[config.mk]
export PLATFORM = sky130hd
export DESIGN_NAME = keyword_posterior_smoother_flat
export DESIGN_NICKNAME = d
export VERILOG_FILES = /design/src/hw/rtl/kps_pkg.sv /design/src/hw/rtl/kps_if.sv /design/src/hw/rtl/keyword_posterior_smoother.sv /design/src/hw/rtl/kps_cfg.sv /design/src/hw/rtl/kps_window.sv /design/src/hw/rtl/kps_decide.sv /design/src/flat_wrapper.sv
export SDC_FILE = /design/constraint.sdc
export NUM_CORES = 2
export LEC_CHECK = 0
export BUFFER_PORTS_ARGS = -buffer_cell sky130_fd_sc_hd__buf_2
export CORE_MARGIN = 1.5
export CORE_UTILIZATION = 44
export DETAILED_ROUTE_END_ITERATION = 10
export PLACE_DENSITY = 0.69
export SETUP_SLACK_MARGIN = 0.05
export SYNTH_ARGS = -nofsm -noshare
export SYNTH_HDL_FRONTEND = slang
export SYNTH_SLANG_ARGS = --single-unit
[constraint.sdc]
create_clock -name clk -period 17.95 [get_ports clk]
set_clock_uncertainty 0.1 [all_clocks]
set_input_delay 3.59 -clock clk [delete_from_list [all_inputs] [get_ports clk]]
set_output_delay 3.59 -clock clk [all_outputs]
set_load 0.05 [all_outputs]
[src/hw/rtl/kps_pkg.sv]
// ----------------------------------------------------------------------------
// kps_pkg
// shared types, constants and square functions of the posterior smoother
// ----------------------------------------------------------------------------
`timescale 1ns / 1ps

package kps_pkg;

  localparam int MaxKeywords = 4;
  localparam int Rows        = MaxKeywords + 1;
  localparam int WindowDepth = 8;
  localparam int ScoreW      = 8;
  localparam int SqW         = 17;
  localparam int SumW        = 20;
  localparam int ThW         = 20;
  localparam int WlW         = 4;
  localparam int KcW         = 3;
  localparam int HoW         = 8;
  localparam int FsrW        = 9;
  localparam int ClassW      = 3;
  localparam int AddrW       = 5;
  localparam int DataW       = 32;

  localparam logic [ThW-1:0]  GateThReset   = ThW'(20000);
  localparam logic [ThW-1:0]  DetectThReset = ThW'(20000);
  localparam logic [WlW-1:0]  WindowReset   = WlW'(8);
  localparam logic [KcW-1:0]  KwCountReset  = KcW'(2);
  localparam logic [HoW-1:0]  HoldoffReset  = HoW'(30);
  localparam logic [FsrW-1:0] FsrMax        = {FsrW{1'b1}};

  typedef enum logic [2:0] {
    REG_GATE_TH    = 3'd0,
    REG_DETECT_TH  = 3'd1,
    REG_WINDOW_LEN = 3'd2,
    REG_KW_COUNT   = 3'd3,
    REG_HOLDOFF    = 3'd4
  } reg_idx_t;

  typedef logic [SqW-1:0]  sq_t;
  typedef logic [SumW-1:0] sum_t;
  typedef logic [Rows-1:0][SqW-1:0] hist_word_t;

  typedef struct packed {
    logic signed [ScoreW-1:0] noise_score;
    logic signed [ScoreW-1:0] kw_score_0;
    logic signed [ScoreW-1:0] kw_score_1;
    logic signed [ScoreW-1:0] kw_score_2;
    logic signed [ScoreW-1:0] kw_score_3;
  } frame_t;

  typedef struct packed {
    logic [ClassW-1:0] detected_class;
    logic [SumW-1:0]   gate_sum;
    logic              gate_open;
  } result_t;

  typedef struct packed {
    logic [ThW-1:0] gate_threshold;
    logic [ThW-1:0] detect_threshold;
    logic [WlW-1:0] window_length;
    logic [KcW-1:0] keyword_count;
    logic [HoW-1:0] holdoff_frames;
  } cfg_t;

  // s + 128 as unsigned
  function automatic logic [ScoreW-1:0] offset_score(input logic [ScoreW-1:0] raw);
    offset_score = raw ^ {1'b1, {(ScoreW-1){1'b0}}};
  endfunction

  function automatic sq_t kw_square(input logic [ScoreW-1:0] raw);
    logic [ScoreW-1:0]   v;
    logic [2*ScoreW-1:0] p;
    v = offset_score(raw);
    p = v * v;
    kw_square = SqW'(p);
  endfunction

  // (128 - s)^2
  function automatic sq_t noise_square(input logic [ScoreW-1:0] raw);
    logic [ScoreW:0]       w;
    logic [2*ScoreW+1:0]   p;
    w = {1'b1, {ScoreW{1'b0}}} - {1'b0, offset_score(raw)};
    p = w * w;
    noise_square = p[SqW-1:0];
  endfunction

endpackage

[src/hw/rtl/kps_if.sv]
// ----------------------------------------------------------------------------
// kps stream interfaces
// valid/ready channels for frame words and result words
// ----------------------------------------------------------------------------
`timescale 1ns / 1ps

interface kps_frame_if;
  logic            valid;
  logic            ready;
  kps_pkg::frame_t data;

  modport source (output valid, output data, input ready);
  modport sink   (input valid, input data, output ready);
endinterface

interface kps_result_if;
  logic             valid;
  logic             ready;
  kps_pkg::result_t data;

  modport source (output valid, output data, input ready);
  modport sink   (input valid, input data, output ready);
endinterface

[src/hw/rtl/keyword_posterior_smoother.sv]
// ----------------------------------------------------------------------------
// keyword_posterior_smoother
// smooths keyword classifier scores over a frame window and reports detections
// ----------------------------------------------------------------------------
// frame words (noise score and four keyword scores) come in on the frame
// channel, one result word per frame leaves on the result channel, both
// valid/ready. a frame is taken into an input register; its squares, window
// sums and decision are formed from that register and stored in the result
// register once that is empty or its word is being accepted, and the result
// word is presented from the result register.
// one frame per cycle is sustained unless the receiver stalls: the history
// ring, running sums and holdoff counter all update as a frame advances,
// with the oldest ring column prefetched into a register one frame ahead.
// while the receiver stalls the result register holds its word and one more
// frame waits in the input register; frame.ready drops only when both are full.
// reset empties both registers, loads the register defaults and clears the
// history and counters; there is no clearing pass. writing window_length over
// apb clears the history and window sums.
// ----------------------------------------------------------------------------
`timescale 1ns / 1ps

module keyword_posterior_smoother #(
  parameter int WINDOW_DEPTH = kps_pkg::WindowDepth
) (
  input  logic                      clk,
  input  logic                      rst,
  kps_frame_if.sink                 frame,
  kps_result_if.source              result,
  input  logic                      psel,
  input  logic                      penable,
  input  logic                      pwrite,
  input  logic [kps_pkg::AddrW-1:0] paddr,
  input  logic [kps_pkg::DataW-1:0] pwdata,
  output logic [kps_pkg::DataW-1:0] prdata,
  output logic                      pready
);

  kps_pkg::cfg_t       cfg;
  logic                clear;
  kps_pkg::frame_t     fr_q;
  logic                fr_vld;
  kps_pkg::result_t    res_q;
  logic                res_vld;
  logic                advance;
  kps_pkg::hist_word_t sq;
  kps_pkg::sum_t       sum_next [kps_pkg::Rows];
  kps_pkg::result_t    res_next;

  assign advance      = fr_vld && (!res_vld || result.ready);
  assign frame.ready  = !fr_vld || advance;
  assign result.valid = res_vld;
  assign result.data  = res_q;

  always_comb begin
    sq[0]                    = kps_pkg::kw_square(fr_q.kw_score_0);
    sq[1]                    = kps_pkg::kw_square(fr_q.kw_score_1);
    sq[2]                    = kps_pkg::kw_square(fr_q.kw_score_2);
    sq[3]                    = kps_pkg::kw_square(fr_q.kw_score_3);
    sq[kps_pkg::MaxKeywords] = kps_pkg::noise_square(fr_q.noise_score);
  end

  kps_cfg u_cfg (
    .clk     (clk),
    .rst     (rst),
    .psel    (psel),
    .penable (penable),
    .pwrite  (pwrite),
    .paddr   (paddr),
    .pwdata  (pwdata),
    .prdata  (prdata),
    .pready  (pready),
    .cfg     (cfg),
    .clear   (clear)
  );

  kps_window #(
    .DEPTH (WINDOW_DEPTH)
  ) u_window (
    .clk           (clk),
    .rst           (rst),
    .clear         (clear),
    .step          (advance),
    .window_length (cfg.window_length),
    .sq_in         (sq),
    .sum_next      (sum_next)
  );

  kps_decide u_decide (
    .clk  (clk),
    .rst  (rst),
    .step (advance),
    .cfg  (cfg),
    .sums (sum_next),
    .res  (res_next)
  );

  always_ff @(posedge clk) begin
    if (rst) begin
      fr_vld  <= 1'b0;
      res_vld <= 1'b0;
    end else begin
      if (frame.valid && frame.ready) begin
        fr_vld <= 1'b1;
      end else if (advance) begin
        fr_vld <= 1'b0;
      end
      if (advance) begin
        res_vld <= 1'b1;
      end else if (result.ready) begin
        res_vld <= 1'b0;
      end
    end
  end

  always_ff @(posedge clk) begin
    if (frame.valid && frame.ready) begin
      fr_q <= frame.data;
    end
    if (advance) begin
      res_q <= res_next;
    end
  end

endmodule

[src/hw/rtl/kps_cfg.sv]
// ----------------------------------------------------------------------------
// kps_cfg
// apb register file; a window_length write raises the history clear pulse
// ----------------------------------------------------------------------------
`timescale 1ns / 1ps

module kps_cfg (
  input  logic                       clk,
  input  logic                       rst,
  input  logic                       psel,
  input  logic                       penable,
  input  logic                       pwrite,
  input  logic [kps_pkg::AddrW-1:0]  paddr,
  input  logic [kps_pkg::DataW-1:0]  pwdata,
  output logic [kps_pkg::DataW-1:0]  prdata,
  output logic                       pready,
  output kps_pkg::cfg_t              cfg,
  output logic                       clear
);

  logic              wr_en;
  kps_pkg::reg_idx_t idx;

  assign pready = 1'b1;
  assign wr_en  = psel && penable && pwrite;
  assign idx    = kps_pkg::reg_idx_t'(paddr[kps_pkg::AddrW-1:2]);
  assign clear  = wr_en && (idx == kps_pkg::REG_WINDOW_LEN);

  always_ff @(posedge clk) begin
    if (rst) begin
      cfg.gate_threshold   <= kps_pkg::GateThReset;
      cfg.detect_threshold <= kps_pkg::DetectThReset;
      cfg.window_length    <= kps_pkg::WindowReset;
      cfg.keyword_count    <= kps_pkg::KwCountReset;
      cfg.holdoff_frames   <= kps_pkg::HoldoffReset;
    end else if (wr_en) begin
      case (idx)
        kps_pkg::REG_GATE_TH:    cfg.gate_threshold   <= pwdata[kps_pkg::ThW-1:0];
        kps_pkg::REG_DETECT_TH:  cfg.detect_threshold <= pwdata[kps_pkg::ThW-1:0];
        kps_pkg::REG_WINDOW_LEN: cfg.window_length    <= pwdata[kps_pkg::WlW-1:0];
        kps_pkg::REG_KW_COUNT:   cfg.keyword_count    <= pwdata[kps_pkg::KcW-1:0];
        kps_pkg::REG_HOLDOFF:    cfg.holdoff_frames   <= pwdata[kps_pkg::HoW-1:0];
        default: ;
      endcase
    end
  end

  always_comb begin
    case (idx)
      kps_pkg::REG_GATE_TH:    prdata = kps_pkg::DataW'(cfg.gate_threshold);
      kps_pkg::REG_DETECT_TH:  prdata = kps_pkg::DataW'(cfg.detect_threshold);
      kps_pkg::REG_WINDOW_LEN: prdata = kps_pkg::DataW'(cfg.window_length);
      kps_pkg::REG_KW_COUNT:   prdata = kps_pkg::DataW'(cfg.keyword_count);
      kps_pkg::REG_HOLDOFF:    prdata = kps_pkg::DataW'(cfg.holdoff_frames);
      default:                 prdata = '0;
    endcase
  end

endmodule

[src/hw/rtl/kps_window.sv]
// ----------------------------------------------------------------------------
// kps_window
// square history ring with prefetched oldest column and running window sums
// ----------------------------------------------------------------------------
`timescale 1ns / 1ps

module kps_window #(
  parameter int DEPTH = kps_pkg::WindowDepth
) (
  input  logic                 clk,
  input  logic                 rst,
  input  logic                 clear,
  input  logic                 step,
  input  logic [kps_pkg::WlW-1:0] window_length,
  input  kps_pkg::hist_word_t  sq_in,
  output kps_pkg::sum_t        sum_next [kps_pkg::Rows]
);

  localparam int IW = (DEPTH > 1) ? $clog2(DEPTH) : 1;
  localparam int CW = $clog2(DEPTH + 1);

  kps_pkg::hist_word_t mem [DEPTH];
  logic [DEPTH-1:0]    col_valid;
  logic [IW-1:0]       pos;
  logic [IW-1:0]       pos_next;
  logic [CW-1:0]       eff_win;
  logic [CW-1:0]       pos_inc;
  kps_pkg::hist_word_t rd_q;
  logic                rd_vld;
  kps_pkg::sum_t       sums [kps_pkg::Rows];

  always_comb begin
    if (window_length == '0) begin
      eff_win = CW'(1);
    end else if (int'(window_length) > DEPTH) begin
      eff_win = CW'(DEPTH);
    end else begin
      eff_win = CW'(window_length);
    end
    pos_inc  = CW'(pos) + CW'(1);
    pos_next = (pos_inc >= eff_win) ? '0 : IW'(pos_inc);
  end

  always_comb begin
    for (int r = 0; r < kps_pkg::Rows; r++) begin
      sum_next[r] = sums[r] - (rd_vld ? kps_pkg::SumW'(rd_q[r]) : '0)
                    + kps_pkg::SumW'(sq_in[r]);
    end
  end

  always_ff @(posedge clk) begin
    if (step && !clear) begin
      mem[pos] <= sq_in;
    end
  end

  always_ff @(posedge clk) begin
    if (rst || clear) begin
      col_valid <= '0;
      pos       <= '0;
      rd_vld    <= 1'b0;
      for (int r = 0; r < kps_pkg::Rows; r++) begin
        sums[r] <= '0;
      end
    end else if (step) begin
      col_valid[pos] <= 1'b1;
      pos            <= pos_next;
      sums           <= sum_next;
      // a one-frame window reads back the column just written
      if (pos_next == pos) begin
        rd_q   <= sq_in;
        rd_vld <= 1'b1;
      end else begin
        rd_q   <= mem[pos_next];
        rd_vld <= col_valid[pos_next];
      end
    end
  end

endmodule

[src/hw/rtl/kps_decide.sv]
// ----------------------------------------------------------------------------
// kps_decide
// gate compare, keyword arg-max over threshold and report holdoff counter
// ----------------------------------------------------------------------------
`timescale 1ns / 1ps

module kps_decide (
  input  logic             clk,
  input  logic             rst,
  input  logic             step,
  input  kps_pkg::cfg_t    cfg,
  input  kps_pkg::sum_t    sums [kps_pkg::Rows],
  output kps_pkg::result_t res
);

  logic [kps_pkg::FsrW-1:0]   frames_since_report;
  logic [kps_pkg::FsrW-1:0]   fsr_inc;
  logic [kps_pkg::KcW-1:0]    kn;
  logic                       gate;
  logic                       found;
  logic                       fire;
  kps_pkg::sum_t              best_sum;
  logic [kps_pkg::ClassW-1:0] best_cls;

  always_comb begin
    kn = (int'(cfg.keyword_count) > kps_pkg::MaxKeywords)
         ? kps_pkg::KcW'(kps_pkg::MaxKeywords) : cfg.keyword_count;
    gate     = sums[kps_pkg::MaxKeywords] > cfg.gate_threshold;
    best_sum = cfg.detect_threshold;
    best_cls = '0;
    found    = 1'b0;
    for (int r = 0; r < kps_pkg::MaxKeywords; r++) begin
      if (gate && (r < int'(kn)) && (sums[r] > best_sum)) begin
        best_sum = sums[r];
        best_cls = kps_pkg::ClassW'(r + 1);
        found    = 1'b1;
      end
    end
    fsr_inc = (frames_since_report == kps_pkg::FsrMax)
              ? frames_since_report : frames_since_report + 1'b1;
    fire    = found && (fsr_inc > kps_pkg::FsrW'(cfg.holdoff_frames));

    res.detected_class = fire ? best_cls : '0;
    res.gate_sum       = sums[kps_pkg::MaxKeywords];
    res.gate_open      = gate;
  end

  always_ff @(posedge clk) begin
    if (rst) begin
      frames_since_report <= '0;
    end else if (step) begin
      frames_since_report <= fire ? '0 : fsr_inc;
    end
  end

endmodule

[src/flat_wrapper.sv]
// flat-port wrapper written by rule: the top's interface ports become plain ports
module keyword_posterior_smoother_flat 
#(
  parameter int WINDOW_DEPTH = kps_pkg::WindowDepth
)
  (clk, rst, psel, penable, pwrite, paddr, pwdata, prdata, pready, frame_valid, frame_data, frame_ready, result_valid, result_data, result_ready);
  kps_frame_if frame_i ();
  kps_result_if result_i ();
  input  logic clk;
  input  logic rst;
  input  logic psel;
  input  logic penable;
  input  logic pwrite;
  input  logic [kps_pkg::AddrW-1:0] paddr;
  input  logic [kps_pkg::DataW-1:0] pwdata;
  output logic [kps_pkg::DataW-1:0] prdata;
  output logic pready;
  input wire logic [$bits(frame_i.valid)-1:0] frame_valid;
  input wire logic [$bits(frame_i.data)-1:0] frame_data;
  output wire logic [$bits(frame_i.ready)-1:0] frame_ready;
  output wire logic [$bits(result_i.valid)-1:0] result_valid;
  output wire logic [$bits(result_i.data)-1:0] result_data;
  input wire logic [$bits(result_i.ready)-1:0] result_ready;
  assign frame_i.valid = frame_valid;
  assign frame_i.data = frame_data;
  assign frame_ready = frame_i.ready;
  assign result_valid = result_i.valid;
  assign result_data = result_i.data;
  assign result_i.ready = result_ready;
  keyword_posterior_smoother #(.WINDOW_DEPTH(WINDOW_DEPTH)) u_core (.clk(clk), .rst(rst), .frame(frame_i), .result(result_i), .psel(psel), .penable(penable), .pwrite(pwrite), .paddr(paddr), .pwdata(pwdata), .prdata(prdata), .pready(pready));
endmodule
==> impl_metrics.yaml <==
status:
  outcome: "completed"
finish:
  syn2layout_area_growth_pct: 10.8
  multi_input_comb_area_sq_mm: 0.0254
  antenna_cells: 0
  seqCellArea_sq_mm: 0.0261
  final_layout_size_suffix_gt1_frac: 0.0829
  nets: 5818
  n_fill_cell: 10900
  stdcell_count: 6862
sta:
  whs_ps: 358
  fin_ws_ps: 1070
  setup_viol: 0
  fin_crit_sh: 0.940
  fmaxAchievable_ghz: 0.0592
  drv_slew: 0
  relSlewSlack: 0.0480
  worstMarginPinSlew_ps: 1420
  fin_crit_ps: 16880
  setup_tns_ps: 0
  finalHoldViolations: 0
synthesis:
  yosysTopAreaCellShare: 0.417
  syn_inst: 5081
  synthMuxAreaShare: 0.0231
  synth_top_family_by_area: "adder cells"
  synth_edf_count: 749
  ys.flop_type: "edfxtp_1"
  avgSynthCellArea_sq_um: 10.6
  ys_seq_elements: 927
  synthDistinctLibCells: 79
  synth_fa_ha_area_frac: 0.164
  synth_area_leaders: "edfxtp_1 42%, ha_1 8.6%, fa_1 7.8%, dfxtp_1 6.6%, nand2_1 5.6%"
  yosysTopAreaCell: "edfxtp_1"
  yosysSeqAreaShare: 0.483
  syn_area_sq_mm: 0.0539
  synth-warning-count: 0
  synth_xor_area_frac: 0.0307
  synth-simple-area-share: 0.129
  synthArstFlopShare: 0
  synth_compound_area_frac: 0.117
worst_setup_path:
  critPathMaxFanout: 36
  r2r-end: "u_core.u_decide.frames_since_report[0]"
  r2r_slack_ps: 1070
  rr_worst_depth: 75
  setup.worst_path.class: "register to register"
  startpoint_type: "register"
  regToRegStartpoint: "u_core.fr_q[32]"
  worstSetupEndpointType: "register"
  slowest_stage: "fa_1"
  cp.arrival_ps: 17400
  worst_ep_required_time_ps: 18470
  slowest_delay_ps: 540
hold_path:
  hp-class: "register to register"
  min_to: "u_core.u_window.sums[46]"
  hold_depth: 2
  hp-start: "u_core.u_window.sums[46]"
detailed_routing:
  detail-route-antenna-nets: 0
  wl_microns: 139000
  routedWlPerCell_microns: 20.2
  drt_pre_antenna_iters: 6
  drt_iter0_markers: 3632
  drc: 0
  vias_per_cell: 5.56
  via_count: 38100
clock_network:
  cts.clk_slew.worst_paths_ps: 70
  cts.sinks: 927
  root_buffer: "clkbuf_16"
  clock_latency_ps: 690
  ctsHoldBuffers: 0
  cts_max_path_buffers: 3
  numCtsBuffers: 99
  cts_tree: "done"
  ctsHtreeMaxLevel: 3
grt:
  grt_pass1_wl_microns: 213000
  first_global_vias: 37300
  grt_overflow: 0
  grt_max_degree: 133
  globalRouteTotalUtil: 0.219
  antenna_found_initial: 4
placed_design:
  numPortBuffers: 115
  hpwl_microns: 91100
  dp_cells: 6674
  dp_slack_ps: -1.89
  gp_congestion: 0.932
die:
  coreArea_sq_mm: 0.122
  die_x_microns: 353
  dieArea_sq_mm: 0.125
  fp.dieH_microns: 353
  pin_count: 143
  rows: 128
  start_util: 0.443
run:
  drv_cap: 0
-- placed cells by master, fill, tap and decap left out, drive strengths merged, types with 21 or more instances in the layout --
master / Yosys / routed
nand2b: 27 / 27
a211oi: 112 / 112
o21ai: 114 / 114
conb: 2 / 21
o21a: 27 / 27
nand2: 804 / 804
and3: 70 / 70
a21o: 56 / 56
o221ai: 29 / 29
o211ai: 33 / 33
dfxtp: 178 / 178
o21bai: 34 / 34
a31oi: 32 / 32
mux2i: 94 / 94
a311oi: 80 / 80
xnor2: 133 / 133
clkinv: 2 / 36
mux2: 27 / 27
ha: 369 / 369
a22oi: 27 / 27
nor2b: 41 / 41
and2: 123 / 123
buf: 42 / 193
nor3: 56 / 56
edfxtp: 749 / 749
xor2: 56 / 56
clkbuf: 198 / 132
inv: 505 / 511
a21oi: 326 / 326
nand3: 134 / 134
nor2: 242 / 242
fa: 211 / 211
-- per-stage QoR --
step,util,instance area [sq um]
after global placement,0.463,56400
after floorplan,-,54000
after global routing,0.491,59800
after CTS,0.489,59500
final,0.491,59800
after detailed placement,0.463,56400
-- layout make-up --
class / count / area share
clock buffers: 132 / 0.0447
clock inverters: 52 / 0.00806
inverters: 507 / 0.0319
multi-input cells: 3426 / 0.425
flip-flops and latches: 927 / 0.436
well taps: 1625 / 0.0340
repair buffers: 193 / 0.0201
-- flip-flops by register name (all words and copies together), names as in the netlist, 3 cells and up --
signal / count
u_core.fr_q: 40
u_core.result.data: 24
u_core.u_cfg.cfg: 55
u_core.u_decide.frames_since_report: 9
u_core.u_window.col_valid: 8
u_core.u_window.mem: 608
u_core.u_window.pos: 3
u_core.u_window.rd_q: 77
u_core.u_window.sums: 100
-- worst max-delay path: cells and delay by family, from the launching register on --
kind,cells,cell delay (ps)
xor gates and xnor gates,4,700
buffers and inverters,14,1890
DFF,1,440
adders and majority gates,12,4680
AOI/OAI and AO/OA,22,4980
muxes,2,520
and+or+nand+nor,21,3430
-- timing repair --
| item | CTS | global route |
|---|---|---|
| buffers inserted | 0 | 4 |
| pin swaps | 0 | 3 |
| endpoints found under the setup margin | 9 | 12 |
| resized for setup | 2 | 44 |
-- Yosys cell counts (16+ instances only) --
library cell / count
nor2b_1: 41
and2_1: 112
inv_1: 504
xor2_1: 56
clkbuf_1: 197
nor3_1: 56
a22oi_1: 27
o21ai_0: 113
nand4_1: 16
o221ai_1: 29
dfxtp_1: 178
nand3_1: 134
a31oi_1: 32
a311oi_1: 79
nor2_1: 242
and3_1: 70
buf_1: 19
fa_1: 211
xnor2_1: 133
mux2i_1: 94
o21bai_1: 34
a211oi_1: 112
o211ai_1: 33
nand2_1: 804
o21a_1: 27
nand2b_1: 27
a21o_1: 56
a21oi_1: 326
ha_1: 369
mux2_2: 26
edfxtp_1: 749
-- logic make-up after synthesis --
family,Yosys count
XOR/XNOR,189
flip-flops,927
other,2
AND/OR/NAND/NOR,1560
multiplexers,121
AO/OA/AOI/OAI,955
adder cells (fa/ha/maj),580
buffers and inverters,747
-- routing by layer --
metal,track usage,part of all wire
met5,0,0.000094
met4,0.0691,0.028
met3,0.0463,0.087
met2,0.350,0.46
met1,0.299,0.43
-- how the worst max path moves through the flow --
stage,startpoint,end,cells after the start
finish,u_core.fr_q[32],u_core.u_decide.frames_since_report[0],75
global route,u_core.fr_q[32],u_core.u_decide.frames_since_report[6],74
CTS,u_core.fr_q[32],u_core.u_decide.frames_since_report[0],71
detailed placement,u_core.fr_q[32],u_core.u_decide.frames_since_report[0],71
global placement,u_core.fr_q[32],u_core.u_decide.frames_since_report[0],72
floorplan,u_core.fr_q[32],u_core.u_decide.frames_since_report[2],76
Power is not shown: default switching activity piles up to over one toggle a cycle in this logic, so the estimate is an artifact.
